==> src/hw/rtl/tmtc_pkg.sv <==
// Shared types and constants for the three-channel trimmed-mean unit.
// No dependencies; used by the top level, tmtc_lane and tmtc_merge.
`timescale 1ns / 1ps
`default_nettype none

package tmtc_pkg;

  // Width of each mean on the result ports.
  localparam int unsigned OUT_W = 10;

  // Sequencer states.
  typedef enum logic [1:0] {
    ST_IDLE,
    ST_SCAN,
    ST_DIV,
    ST_FIN
  } tmtc_state_t;

  // Per-lane command strobes from the sequencer.
  typedef struct packed {
    logic wr;        // store the sample at idx
    logic clr;       // clear the accumulator
    logic scan;      // rank the entry at idx and accumulate
    logic div_load;  // scale the accumulator into the mean register
  } tmtc_lane_ctrl_t;

endpackage

`default_nettype wire

==> src/hw/rtl/trimmed_mean_three_channel_unit.sv <==
// Top level of the three-channel trimmed-mean unit: sequencer, three lanes
// and the merge stage. Depends on tmtc_pkg, tmtc_lane and tmtc_merge.
// A frame that does not close a window leaves busy low.
// The frame that closes a window holds busy through the rank scan over the
// window, one entry per cycle, the scaling of the trimmed sum by 1/KEEP and
// the hand-off; out_valid is high in the first cycle after busy.
// No frame is accepted while busy.
// Reset (synchronous, rst_n low) empties the window and drops busy/out_valid.
`timescale 1ns / 1ps
`default_nettype none

module trimmed_mean_three_channel_unit #(
  parameter int unsigned WINDOW      = 10,
  parameter int unsigned KEEP        = 4,
  parameter int unsigned SAMPLE_BITS = 10
) (
  input  wire logic                       clk,
  input  wire logic                       rst_n,
  input  wire logic                       start,
  output logic                            busy,
  input  wire logic [SAMPLE_BITS-1:0]     in_left_sample,
  input  wire logic [SAMPLE_BITS-1:0]     in_center_sample,
  input  wire logic [SAMPLE_BITS-1:0]     in_right_sample,
  output logic                            out_valid,
  output logic [tmtc_pkg::OUT_W-1:0]      out_left_mean,
  output logic [tmtc_pkg::OUT_W-1:0]      out_center_mean,
  output logic [tmtc_pkg::OUT_W-1:0]      out_right_mean
);

  localparam int unsigned IW = $clog2(WINDOW);

  tmtc_pkg::tmtc_state_t     state_r, state_nxt;
  logic [IW-1:0]             fill_r, fill_nxt;   // frames in current window
  logic [IW-1:0]             scan_r, scan_nxt;   // entry being ranked
  tmtc_pkg::tmtc_lane_ctrl_t ctrl;
  logic [IW-1:0]             lane_idx;
  logic                      xfer;
  logic                      merge_go;

  logic [SAMPLE_BITS-1:0]    left_mean, center_mean, right_mean;

  // A frame transfers when start meets an idle sequencer.
  assign xfer = start && (state_r == tmtc_pkg::ST_IDLE);
  assign busy = (state_r != tmtc_pkg::ST_IDLE);

  always_ff @(posedge clk) begin
    if (!rst_n) begin
      state_r <= tmtc_pkg::ST_IDLE;
      fill_r  <= '0;
      scan_r  <= '0;
    end else begin
      state_r <= state_nxt;
      fill_r  <= fill_nxt;
      scan_r  <= scan_nxt;
    end
  end

  always_comb begin
    state_nxt = state_r;
    fill_nxt  = fill_r;
    scan_nxt  = scan_r;
    ctrl      = '0;
    lane_idx  = fill_r;
    merge_go  = 1'b0;

    case (state_r)
      tmtc_pkg::ST_IDLE: begin
        lane_idx = fill_r;
        if (xfer) begin
          ctrl.wr = 1'b1;
          if (fill_r == IW'(WINDOW - 1)) begin
            // Window closes: rank it next.
            ctrl.clr  = 1'b1;
            fill_nxt  = '0;
            scan_nxt  = '0;
            state_nxt = tmtc_pkg::ST_SCAN;
          end else begin
            fill_nxt = fill_r + IW'(1);
          end
        end
      end
      tmtc_pkg::ST_SCAN: begin
        lane_idx  = scan_r;
        ctrl.scan = 1'b1;
        if (scan_r == IW'(WINDOW - 1)) begin
          state_nxt = tmtc_pkg::ST_DIV;
        end else begin
          scan_nxt = scan_r + IW'(1);
        end
      end
      tmtc_pkg::ST_DIV: begin
        // Trimmed sums are complete; scale them into the means.
        ctrl.div_load = 1'b1;
        state_nxt     = tmtc_pkg::ST_FIN;
      end
      tmtc_pkg::ST_FIN: begin
        // Quotients are settled; hand them to the merge stage.
        merge_go  = 1'b1;
        state_nxt = tmtc_pkg::ST_IDLE;
      end
      default: begin
        state_nxt = tmtc_pkg::ST_IDLE;
      end
    endcase
  end

  tmtc_lane #(
    .WINDOW      (WINDOW),
    .KEEP        (KEEP),
    .SAMPLE_BITS (SAMPLE_BITS)
  ) u_lane_left (
    .clk    (clk),
    .ctrl   (ctrl),
    .idx    (lane_idx),
    .sample (in_left_sample),
    .mean   (left_mean)
  );

  tmtc_lane #(
    .WINDOW      (WINDOW),
    .KEEP        (KEEP),
    .SAMPLE_BITS (SAMPLE_BITS)
  ) u_lane_center (
    .clk    (clk),
    .ctrl   (ctrl),
    .idx    (lane_idx),
    .sample (in_center_sample),
    .mean   (center_mean)
  );

  tmtc_lane #(
    .WINDOW      (WINDOW),
    .KEEP        (KEEP),
    .SAMPLE_BITS (SAMPLE_BITS)
  ) u_lane_right (
    .clk    (clk),
    .ctrl   (ctrl),
    .idx    (lane_idx),
    .sample (in_right_sample),
    .mean   (right_mean)
  );

  tmtc_merge #(
    .SAMPLE_BITS (SAMPLE_BITS)
  ) u_merge (
    .clk         (clk),
    .rst_n       (rst_n),
    .go          (merge_go),
    .left_mean   (left_mean),
    .center_mean (center_mean),
    .right_mean  (right_mean),
    .valid       (out_valid),
    .left_out    (out_left_mean),
    .center_out  (out_center_mean),
    .right_out   (out_right_mean)
  );

endmodule

`default_nettype wire

==> src/hw/rtl/tmtc_lane.sv <==
// One channel lane: sample window, rank scan with trimmed sum, and a
// reciprocal multiply that divides the sum by KEEP. Depends on tmtc_pkg.
`timescale 1ns / 1ps
`default_nettype none

module tmtc_lane #(
  parameter int unsigned WINDOW      = 10,
  parameter int unsigned KEEP        = 4,
  parameter int unsigned SAMPLE_BITS = 10
) (
  input  wire logic                         clk,
  input  wire tmtc_pkg::tmtc_lane_ctrl_t    ctrl,
  input  wire logic [$clog2(WINDOW)-1:0]    idx,
  input  wire logic [SAMPLE_BITS-1:0]       sample,
  output logic      [SAMPLE_BITS-1:0]       mean
);

  localparam int unsigned IW    = $clog2(WINDOW);
  localparam int unsigned KW    = ($clog2(KEEP) < 1) ? 1 : $clog2(KEEP);
  localparam int unsigned SUM_W = SAMPLE_BITS + KW;
  localparam int          TRIM  = (int'(WINDOW) - int'(KEEP)) / 2;
  // floor(sum / KEEP) == (sum * RCP) >> SH for every sum below 2**SUM_W.
  localparam int unsigned SH    = SUM_W + KW;
  localparam int unsigned RW    = SUM_W + 1;
  localparam int unsigned PW    = SUM_W + RW;
  localparam longint unsigned RCP_VAL =
    ((64'd1 << SH) + 64'(KEEP) - 64'd1) / 64'(KEEP);
  localparam logic [RW-1:0] RCP = RW'(RCP_VAL);

  logic [SAMPLE_BITS-1:0] win_r [WINDOW];
  logic [SUM_W-1:0]       acc_r, acc_nxt;
  logic [SAMPLE_BITS-1:0] quo_r, quo_nxt;

  logic [SAMPLE_BITS-1:0] pick;
  logic [WINDOW-1:0]      below;
  logic [IW-1:0]          rank;
  logic                   keep_it;
  logic [PW-1:0]          prod;

  // Stable rank of the picked entry: earlier index wins a tie.
  always_comb begin
    pick = win_r[idx];
    for (int j = 0; j < int'(WINDOW); j++) begin
      below[j] = (win_r[j] < pick) || ((win_r[j] == pick) && (IW'(j) < idx));
    end
    rank    = IW'($countones(below));
    keep_it = (int'(rank) >= TRIM) && (int'(rank) < TRIM + int'(KEEP));
  end

  always_comb begin
    acc_nxt = acc_r;
    if (ctrl.clr) begin
      acc_nxt = '0;
    end else if (ctrl.scan && keep_it) begin
      acc_nxt = acc_r + SUM_W'(pick);
    end
  end

  // Quotient is registered on div_load; the top bits of the product are always zero.
  always_comb begin
    prod    = PW'(acc_r) * PW'(RCP);
    quo_nxt = quo_r;
    if (ctrl.div_load) begin
      quo_nxt = prod[SH +: SAMPLE_BITS];
    end
  end

  always_ff @(posedge clk) begin
    if (ctrl.wr) begin
      win_r[idx] <= sample;
    end
    acc_r <= acc_nxt;
    quo_r <= quo_nxt;
  end

  assign mean = quo_r;

endmodule

`default_nettype wire

==> src/hw/rtl/tmtc_merge.sv <==
// Merge stage: gathers the three lane means into the result register and
// raises the one-cycle strobe. Depends on tmtc_pkg.
`timescale 1ns / 1ps
`default_nettype none

module tmtc_merge #(
  parameter int unsigned SAMPLE_BITS = 10
) (
  input  wire logic                         clk,
  input  wire logic                         rst_n,
  input  wire logic                         go,
  input  wire logic [SAMPLE_BITS-1:0]       left_mean,
  input  wire logic [SAMPLE_BITS-1:0]       center_mean,
  input  wire logic [SAMPLE_BITS-1:0]       right_mean,
  output logic                              valid,
  output logic      [tmtc_pkg::OUT_W-1:0]   left_out,
  output logic      [tmtc_pkg::OUT_W-1:0]   center_out,
  output logic      [tmtc_pkg::OUT_W-1:0]   right_out
);

  localparam int unsigned MW = (SAMPLE_BITS > tmtc_pkg::OUT_W) ? SAMPLE_BITS
                                                               : tmtc_pkg::OUT_W;

  logic                       valid_r;
  logic [tmtc_pkg::OUT_W-1:0] left_r, center_r, right_r;
  logic [MW-1:0]              left_x, center_x, right_x;

  assign left_x   = MW'(left_mean);
  assign center_x = MW'(center_mean);
  assign right_x  = MW'(right_mean);

  always_ff @(posedge clk) begin
    if (!rst_n) begin
      valid_r <= 1'b0;
    end else begin
      valid_r <= go;
    end
  end

  always_ff @(posedge clk) begin
    if (go) begin
      left_r   <= left_x[tmtc_pkg::OUT_W-1:0];
      center_r <= center_x[tmtc_pkg::OUT_W-1:0];
      right_r  <= right_x[tmtc_pkg::OUT_W-1:0];
    end
  end

  assign valid      = valid_r;
  assign left_out   = left_r;
  assign center_out = center_r;
  assign right_out  = right_r;

endmodule

`default_nettype wire

==> config.mk <==
export PLATFORM = sky130hd
export DESIGN_NAME = trimmed_mean_three_channel_unit
export DESIGN_NICKNAME = d
export VERILOG_FILES = /design/src/hw/rtl/tmtc_pkg.sv /design/src/hw/rtl/trimmed_mean_three_channel_unit.sv /design/src/hw/rtl/tmtc_lane.sv /design/src/hw/rtl/tmtc_merge.sv
export SDC_FILE = /design/constraint.sdc
export NUM_CORES = 1
export LEC_CHECK = 0
export ABC_AREA = 1
export BUFFER_PORTS_ARGS = -buffer_cell sky130_fd_sc_hd__buf_2
export CAP_MARGIN = 20
export CORE_MARGIN = 5
export CORE_UTILIZATION = 53
export CTS_CLUSTER_SIZE = 8
export DETAILED_ROUTE_END_ITERATION = 7
export HOLD_SLACK_MARGIN = 0.1
export PLACE_DENSITY = 0.69
export REMOVE_ABC_BUFFERS = 1
export SLEW_MARGIN = 5
export SYNTH_ARGS = -nofsm -noshare
export SYNTH_HDL_FRONTEND = slang
export SYNTH_HIERARCHICAL = 1
export SYNTH_SLANG_ARGS = --single-unit
==> constraint.sdc <==
create_clock -name clk -period 14.55 [get_ports clk]
set_clock_uncertainty 0.1 [all_clocks]
set_input_delay 1.455 -clock clk [delete_from_list [all_inputs] [get_ports clk]]
set_output_delay 1.455 -clock clk [all_outputs]
set_load 0.03 [all_outputs]
-- After elaboration in Yosys (flattened, before gate mapping)
Memory sizes are Yosys's and may differ from the RTL's.
Cells that the tools add are included.
- register bits: 107
- bits in writable memories: 300
- output and inout port bits: 32
- memories kept: 3
- memory list (memory ; depth ; width ; read ports ; clocked after memory_dff ; wr ports ; RTL line ; text):
    u_lane_center.win_r ; 10 ; 10 ; 11 ; 0 ; 1 ; tmtc_lane.sv:30 ; logic [SAMPLE_BITS-1:0] win_r [WINDOW];
    u_lane_left.win_r ; 10 ; 10 ; 11 ; 0 ; 1 ; tmtc_lane.sv:30 ;
    u_lane_right.win_r ; 10 ; 10 ; 11 ; 0 ; 1 ; tmtc_lane.sv:30 ;
- $add $sub $neg: 32
- magnitude comparators: 46
- equality and inequality tests: 39
- muxes and demuxes: 18
- reductions and logical operators: 73
- operator list (operator ; count):
    equality test 10 bit ; 30
    less-than comparator 10 bit ; 30
    adder 4 bit ; 12
    logical AND 1 bit ; 37
    adder 12 x 10 -> 12 bit ; 3
    adder 1 x 1 -> 2 bit ; 15
    logical OR 1 bit ; 30
    2-to-1 mux 4 bit ; 5
    less-than comparator 3 x 4 -> 1 bit (first input constant) ; 4
    greater-or-equal comparator 4 x 2 -> 1 bit (second input constant) ; 3
    less-than comparator 4 x 3 -> 1 bit (second input constant) ; 3
    2-to-1 mux 2 bit ; 5
    adder 4 x 1 -> 4 bit (second input constant) ; 2
    equality test 4 bit (second input constant) ; 2
    less-than comparator 1 x 4 -> 1 bit (first input constant) ; 2
    less-than comparator 2 x 4 -> 1 bit (first input constant) ; 2
    less-than comparator 4 bit (first input constant) ; 2
    case mux 2 bit (4 select lines) ; 1
    case mux 4 bit (2 select lines) ; 1
    2-to-1 mux 1 bit ; 6
    != test 2 bit (second input constant) ; 3
    equality test 2 bit (second input constant) ; 2
    AND reduction 4 bit ; 1
    nonzero test 2 bit ; 2
    5 further kinds ; 5

-- Longest topological paths before layout
Gate-level depths: netlist of run 1.
An unclocked memory read counts as a cell.
- word-level depth: 13
- depth in mapped cells: 36
- mapped depth without buffers: 34

-- Modules after synthesis
The synthesis of run 1 kept the hierarchy.
- by module, submodules not included (module ; instances ; cells each ; area an instance (µm²)):
    tmtc_lane at u_lane_right ; 1 ; 923 ; 9858.2
    tmtc_lane at u_lane_left ; 1 ; 920 ; 9843.2
    tmtc_lane at u_lane_center ; 1 ; 921 ; 9821.9
    tmtc_merge ; 1 ; 33 ; 928.4
    trimmed_mean_three_channel_unit ; 1 ; 96 ; 673.1

-- Worst setup path after synthesis of run 1
OpenSTA, ideal clock, no wires.
- path kind: register to register
- start: register state_r[1]
- end: register u_lane_center.acc_r[9]
- data arrival time: 6.963 ns
- required time: 14.341 ns
- slack: 7.378 ns
- stages on the path, launching flop included: 35
- buffers on the path: 2
- clock period less this slack: 7.172 ns
- path through: dfxtp_1 > inv_1 > ha_1 > inv_2 > o21ai_0 > inv_1 > nand2_1 > inv_1 > buf_2 > nand2_1 > nand2_1 > nor2_1 > ha_1 > a21oi_1 > o21ai_0 > nand2_1 > o2111ai_1 > nand2_1 > inv_1 > fa_1 > inv_1 > fa_1 > fa_1 > ha_1 > fa_1 > nand2_1 > nand2_1 > nand2_1 > nand2_1 > nand2_1 > nor2_2 > buf_4 > nand3_1 > nand2_1 > inv_1
- RTL lines (element ; RTL line ; text):
    from (decl) ; trimmed_mean_three_channel_unit.sv:32 ; tmtc_pkg::tmtc_state_t state_r, state_nxt;
    from (signal assigned) ; trimmed_mean_three_channel_unit.sv:48 ; state_r <= tmtc_pkg::ST_IDLE;
    from (signal assigned) ; trimmed_mean_three_channel_unit.sv:52 ; state_r <= state_nxt;
    to (signal assigned) ; tmtc_lane.sv:72 ; acc_r <= acc_nxt;
    to (decl) ; tmtc_lane.sv:31 ; logic [SUM_W-1:0] acc_r, acc_nxt;

==> results.md, run 1 <==
* Commonest non-fill, non-tap cells in the layout: 670 x nand2_1, 540 x edfxtp_1, 341 x ha_1
* Layout cells sized above 1 at 0.0847
* GP Congestion at 0.965
* Post-Synth Adder-Cell Area at 0.151
* Ant diodes at 0
* First-pass GRT wire length at 127000 um
* Prevailing post-synth register cell: edfxtp_1
* IO Port Bufs at 64
* Count of cell types in the netlist at 40
* RSZ-0062 raised after global routing: false
* DRT antenna net count at 0
* Setup TNS at 0 ns
* Setup bufs post-CTS at 0
* CP arrival at 8.86 ns
* Largest family of logic cells by synthesized area: adder cells
* Leakage at 0.0141 uW
* Detailed-route via count at 22.8k
* Synth Warn # at 6
* Fmax at approximately 120 MHz
* Final Hold Viols at 0
* CP Class: register to register
* CTS resizes at 0
* CTS clock-pin slew for the worst setup and hold paths at 0.05 ns
* Final worst-path cycle share at 0.579
* CTS buffer count at 83
* Root Buffer: clkbuf_16
* Max-cap violations at 0
* Xor/xnor cell area share of the yosys netlist at 0.00253
* Slew Viols, Final at 0
* Synth area leaders: edfxtp_1 52%, ha_1 14%, nand2_1 8.1%
* DRC violations left at 0
* CTS tree: done
* H-tree depth at 3
* Ports at 65
* Worst Setup End Kind: register
* Mapped Area at between 30000 and 40000 um^2
* Detail Placement HPWL at 57100 um
* Post-synth top area share at 0.521
* Global-route usage over all layers at 0.254
* Slew HR at 0.249
* Worst-Margin Slew at 1.12 ns
* Crit path launch type: register
* Fill cell count at between 4k and 5k
* Most common cell after layout, fill and taps aside: nand2_1
* Nets at 3406
* Clk_lat worst skew at 0.63 ns
* Initial antenna violation count at 2
* Synth Area in Compound Gates at 0.117
* Critical path required time at ~15 ns
* Hold/Removal Path Class: register to register
* Worst path max stage delay at roughly 0.80 ns
* # rows at 88
* Final Util at 0.599
* CP Max Fanout at 40
* Mapped Cells at 2893
* Clock Tree Buf Depth at 3
* Initial Utilization at 0.537
* Total core area at 57900 um^2
* Pwr Density at roughly 130 nW/um^2
* Slowest-stage cell, CP: nor2_1
* Mux cell area share after synthesis at 0
* Number of synthesized flops with an enable pin at 540
* Drt wl/cell at ~21 um
* GRT Residual Overflow at 0
* Seq cells post-synth at ~600
* CTS sink cnt at 587
* Vias/cell at 5.97
* Max VDD drop at 106 uV
* Syn avg cell area at around 11 um^2
* Min cycle time layout at 8.42 ns
* Initial DRC Count at 2031
* Simple-gate share of the synthesized area at 0.139
* Synth-to-layout area growth at 11.5%
* Die width at 252 um
* DRT Wirelength at 82000 um
* Register area share after synthesis at 0.551
* Final setup vio count at 0
* Die Span Y at ~250 um
* DRT Pass-1 Iters at 7
* Area leader, netlist: edfxtp_1
* Asr flop ratio synth at 0
* Outcome: completed
* Die area at 63700 um^2
* Cts hold-fix bufs at 0
* Number of global-route vias before repair at 22.8k
* Largest net degree at the start of global routing at 43
* Critical path's most frequent cell: nand2_1
## flip-flops by register name, summed over array words and instances, names as in the netlist
| signal | flops |
|---|---|
| fill_r | 4 |
| scan_r | 4 |
| state_r | 2 |
| u_lane_center/acc_r | 12 |
| u_lane_center/mean | 10 |
| u_lane_center/win_r | 160 |
| u_lane_left/acc_r | 12 |
| u_lane_left/mean | 10 |
| u_lane_left/win_r | 160 |
| u_lane_right/acc_r | 12 |
| u_lane_right/mean | 10 |
| u_lane_right/win_r | 160 |
| u_merge/center_out | 10 |
| u_merge/left_out | 10 |
| u_merge/right_out | 10 |
| u_merge/valid | 1 |
## cell usage after synthesis (6+ instances only)
cell,n
a21oi_1,165
nand2_1,670
nor2_2,25
dfxtp_1,47
a211oi_1,14
nand3_1,84
o21bai_1,16
inv_2,37
fa_1,21
o211ai_1,14
o21ai_0,96
xnor2_1,6
nand4_1,41
a22oi_1,228
buf_2,51
inv_1,201
nor2_1,209
clkinv_1,7
edfxtp_1,540
ha_1,343
nor3_1,16
o2111ai_1,10
o21a_1,7
## layout make-up
class	instances	area (um^2)	share of cell area
clock inverters	5	66.3	0.00191
well taps	765	957	0.0276
inverters	245	920	0.0265
multi-input cells	2002	12800	0.368
flip-flops and latches	587	17200	0.494
repair buffers	90	553	0.0159
clock buffers	130	2290	0.0661
## routing by layer
metal  routed length [um]  up-vias  GRT usage  share of wire
met3                 6650      181     0.0491          0.081
met2                39000      938      0.421           0.48
met5                   26        -          0        0.00032
li1                     -    10700          -              -
met4                 2740        4     0.0951          0.033
met1                33600    11000      0.337           0.41
## kinds of logic (layout without fill, tap and decap cells)
| kind of cell | Yosys count | after routing |
|---|---|---|
| xor+xnor | 9 | 9 |
| flops | 587 | 587 |
| simple gates | 1059 | 1059 |
| fa+ha+maj | 364 | 364 |
| buf+inv | 304 | 470 |
| compound gates | 570 | 570 |
## where the power goes
group / switching (uW) / total (uW) / internal, uW
registers: 18.5 / 1890 / 1870
clock network: 690 / 1760 / 1070
logic: 624 / 972 / 349
total: 1330 / 4620 / 3290
## worst paths after layout
kind                   startpoint                      to  slack [ns]  cells past startpoint
min reg2reg  u_lane_right/mean[0]    u_merge/right_out[0]        0.31                      0
max reg2reg            state_r[1]  u_lane_center/acc_r[2]        6.13                     31
min          u_lane_right/mean[0]    u_merge/right_out[0]        0.31                      0
max                    state_r[1]  u_lane_center/acc_r[2]        6.13                     31
## per-stage QoR
step / hold slack [ns] / cell area, um^2 / instances / power [uW] / setup slack, ns
2_1_floorplan: 0.300 / 30800 / 2834 / 2600 / 6.65
3_3_place_gp: 0.301 / 32200 / 3679 / 2830 / 6.20
3_5_place_dp: 0.305 / 32300 / 3684 / 2870 / 6.23
4_1_cts: 0.315 / 34700 / 3819 / 4650 / 6.19
5_1_grt: 0.319 / 34700 / 3824 / 4860 / 5.58
6_report: 0.314 / 34700 / 3824 / 4620 / 6.13
## worst max-delay path: cells and delay by family (launching register included)
kind	cells	cell delay [ns]
fa+ha+maj	7	3.10
simple gates	14	2.53
compound gates	6	1.41
buf+inv	4	0.85
flops	1	0.33
No activity file was read; power rests on OpenSTA's default activity.
==> run 2, diff against run 1 <==
==> constraint.sdc (replaced) <==
create_clock -name clk -period 8.2 [get_ports clk]
set_clock_uncertainty 0.1 [all_clocks]
set_input_delay 0.82 -clock clk [delete_from_list [all_inputs] [get_ports clk]]
set_output_delay 0.82 -clock clk [all_outputs]
set_load 0.03 [all_outputs]
==> run 2 against run 1 <==
  * Via count up 0.78%
  * Hold slack is essentially flat
  * Global-route usage up 0.86 points
  * Die area unchanged
  * Critical path type unchanged
==> results.md, run 2 (synthesis gave the netlist of run 1 again) <==
* Reg-to-Reg Start: state_r[1] (unchanged)
* Root Buffer: clkbuf_16 (unchanged)
* Clock Tree Buf Depth at 3 (unchanged)
* Slew Viols, Final at 0 (unchanged)
* First-pass GRT wire length at 131000 um (was 127000 um)
* Cts hold-fix bufs at 0 (unchanged)
* Largest net degree at the start of global routing at 43 (unchanged)
* Leakage at 0.0144 uW (was 0.0141 uW)
* CTS clock-pin slew for the worst setup and hold paths at 0.05 ns (about the same)
* Die area at 63700 um^2 (unchanged)
* Hold/Removal Path Class: register to register (unchanged)
* Crit path to: u_lane_right/acc_r[8] (was u_lane_center/acc_r[2])
* Dpl cell area at 32700 um^2 (was 32300 um^2)
* Comb pwr share at 0.215 (was 0.210)
* Die Span Y at 252 um (unchanged)
* Synth-to-layout area growth at 13.2% (was 11.5%)
* Ports at 65 (unchanged)
* Worst Hold Launch: u_lane_right/mean[8] (was u_lane_right/mean[0])
* Drt wl/cell at 21.8 um (was 21.5 um)
* Slew HR at 0.213 (was 0.249)
* CTS buffer count at 83 (unchanged)
* Number of global-route vias before repair at 23.0k (was 22.8k)
* # rows at 88 (unchanged)
* Int Power at 5910 uW (was 3290 uW)
* CTS resizes at 0 (unchanged)
* CTS sink cnt at 587 (unchanged)
* Global-route usage over all layers at 0.263 (was 0.254)
* Pwr Density at 237 nW/um^2 (was 133 nW/um^2)
* Sequential share of power at 0.401 (was 0.409)
* Initial DRC Count at 2100 (was 2031)
* Detailed-route via count at 23.0k (was 22.8k)
* H-tree depth at 3 (unchanged)
* CTS tree: done (unchanged)
* Clk_lat worst skew at 0.63 ns (about the same)
* DRT antenna net count at 0 (unchanged)
* Slowest-stage cell, CP: fa_1 (was nor2_1)
* Worst Setup End Kind: register (unchanged)
* Max VDD drop at 173 uV (was 106 uV)
* Min cycle time layout at 7.51 ns (was 8.42 ns)
* Critical path's most frequent cell: nand2_1 (unchanged)
* GRT Residual Overflow at 0 (unchanged)
* R2R setup slack at 0.69 ns (was 6.13 ns)
* Crit path max-delay family: adder cells (unchanged)
* Fill cell count at 4754 (was 4724)
* Cell count along the critical path at 37 (was 31)
* CP arrival at 7.90 ns (was 8.86 ns)
* Commonest non-fill, non-tap cells in the layout: 670 x nand2_1, 540 x edfxtp_1, 340 x ha_1 (was 670 x nand2_1, 540 x edfxtp_1, 341 x ha_1)
* Detail Placement HPWL at 58800 um (was 57100 um)
* DP Cell Count at 3730 (was 3684)
* Worst Setup SP: state_r[1] (unchanged)
* Critical path required time at 8.59 ns (was 14.98 ns)
* Leading registers by flop count: u_lane_center/win_r x160, u_lane_left/win_r x160, u_lane_right/win_r x160 (unchanged)
* Worst path max stage delay at 0.54 ns (was 0.80 ns)
* Final setup vio count at 0 (unchanged)
* Final Hold Viols at 0 (unchanged)
* Most common cell after layout, fill and taps aside: nand2_1 (unchanged)
* CP Class: register to register (unchanged)
* Crit path buf inv count at 8 (was 4)
* DRC violations left at 0 (unchanged)
* Setup TNS at 0 ns (unchanged)
* Worst-Margin Slew at 1.18 ns (was 1.12 ns)
* Initial antenna violation count at 1 (was 2)
* CP Max Fanout at 19 (was 40)
* Outcome: completed (unchanged)
* R2R depth at 37 (was 31)
* Capture point of the worst reg-to-reg path: u_lane_right/acc_r[8] (was u_lane_center/acc_r[2])
* Crit path launch type: register (unchanged)
* Final worst-path cycle share at 0.916 (was 0.579)
* DRT Wirelength at 84800 um (was 82000 um)
* Nets at 3457 (was 3406)
* Switching Power at 2430 uW (was 1330 uW)
* Final Util at 0.608 (was 0.599)
* Post-route insts no fill at 3885 (was 3824)
* GP Congestion at 0.967 (was 0.965)
* Final Power at 8350 uW (was 4620 uW)
* Clock Power Share at 0.384 (was 0.381)
* Die width at 252 um (unchanged)
* Total core area at 57900 um^2 (unchanged)
* Max-cap violations at 0 (unchanged)
* Switch share at 0.291 (was 0.288)
* Setup bufs post-CTS at 0 (unchanged)
* DRT Pass-1 Iters at 6 (was 7)
* RSZ-0062 raised after global routing: false (unchanged)
* Ant diodes at 0 (unchanged)
* Layout cells sized above 1 at 0.0997 (was 0.0847)
* Finished Cell Area at 35200 um^2 (was 34700 um^2)
* IO Port Bufs at 64 (unchanged)
* Vias/cell at 5.93 (was 5.97)
* Fmax at 133 MHz (was 119 MHz)
* Initial Utilization at 0.537 (unchanged)
-- run 2: cell count changes in the layout (fill, tap and decap cells not counted), sizes merged --
cell / delta
inv: +1
clkbuf: +9
buf: +51
-- run 2: worst min-delay path by stage --
stage	to	depth (start not counted)	slack, ns
6_report	u_merge/right_out[8]	0	0.31
5_1_grt	u_merge/right_out[5]	0	0.32
4_1_cts	u_merge/right_out[2]	0	0.32
3_5_place_dp	u_merge/right_out[8]	0	0.31
3_3_place_gp	u_merge/left_out[2]	0	0.30
2_1_floorplan	u_merge/center_out[0]	0	0.30
-- run 2: final cells by class --
class	count	area, um^2	share of cell area
clock buffers	139	2340	0.0664
clock inverters	6	113	0.00320
inverters	245	920	0.0261
multi-input cells	2002	12800	0.362
flip-flops and latches	587	17200	0.487
well taps	765	957	0.0272
repair buffers	141	971	0.0276
-- run 2: layer usage --
layer	GRT usage	vias up	part of all wire	wire length (um)
li1	-	10800	-	-
met1	0.362	11100	0.42	36000
met3	0.0436	180	0.071	6020
met4	0.0825	2	0.030	2540
met2	0.432	947	0.47	40200
met5	0	-	0.00015	13
-- run 2: power groups by stage --
| stage | Combinational (uW) | Clock, uW | Sequential [uW] |
|---|---|---|---|
| 2_1_floorplan | 1220 | 0 | 3400 |
| 3_3_place_gp | 1690 | 0 | 3400 |
| 3_5_place_dp | 1760 | 0 | 3410 |
| 4_1_cts | 1780 | 3280 | 3350 |
| 5_1_grt | 2020 | 3430 | 3350 |
| 6_report | 1790 | 3200 | 3350 |
-- run 2: through the flow --
step / worst slack [ns] / hold slack [ns]
5_1_grt: 0.193 / 0.322
6_report: 0.691 / 0.315
3_5_place_dp: 0.572 / 0.305
4_1_cts: 0.530 / 0.317
3_3_place_gp: 0.763 / 0.301
2_1_floorplan: 0.297 / 0.300
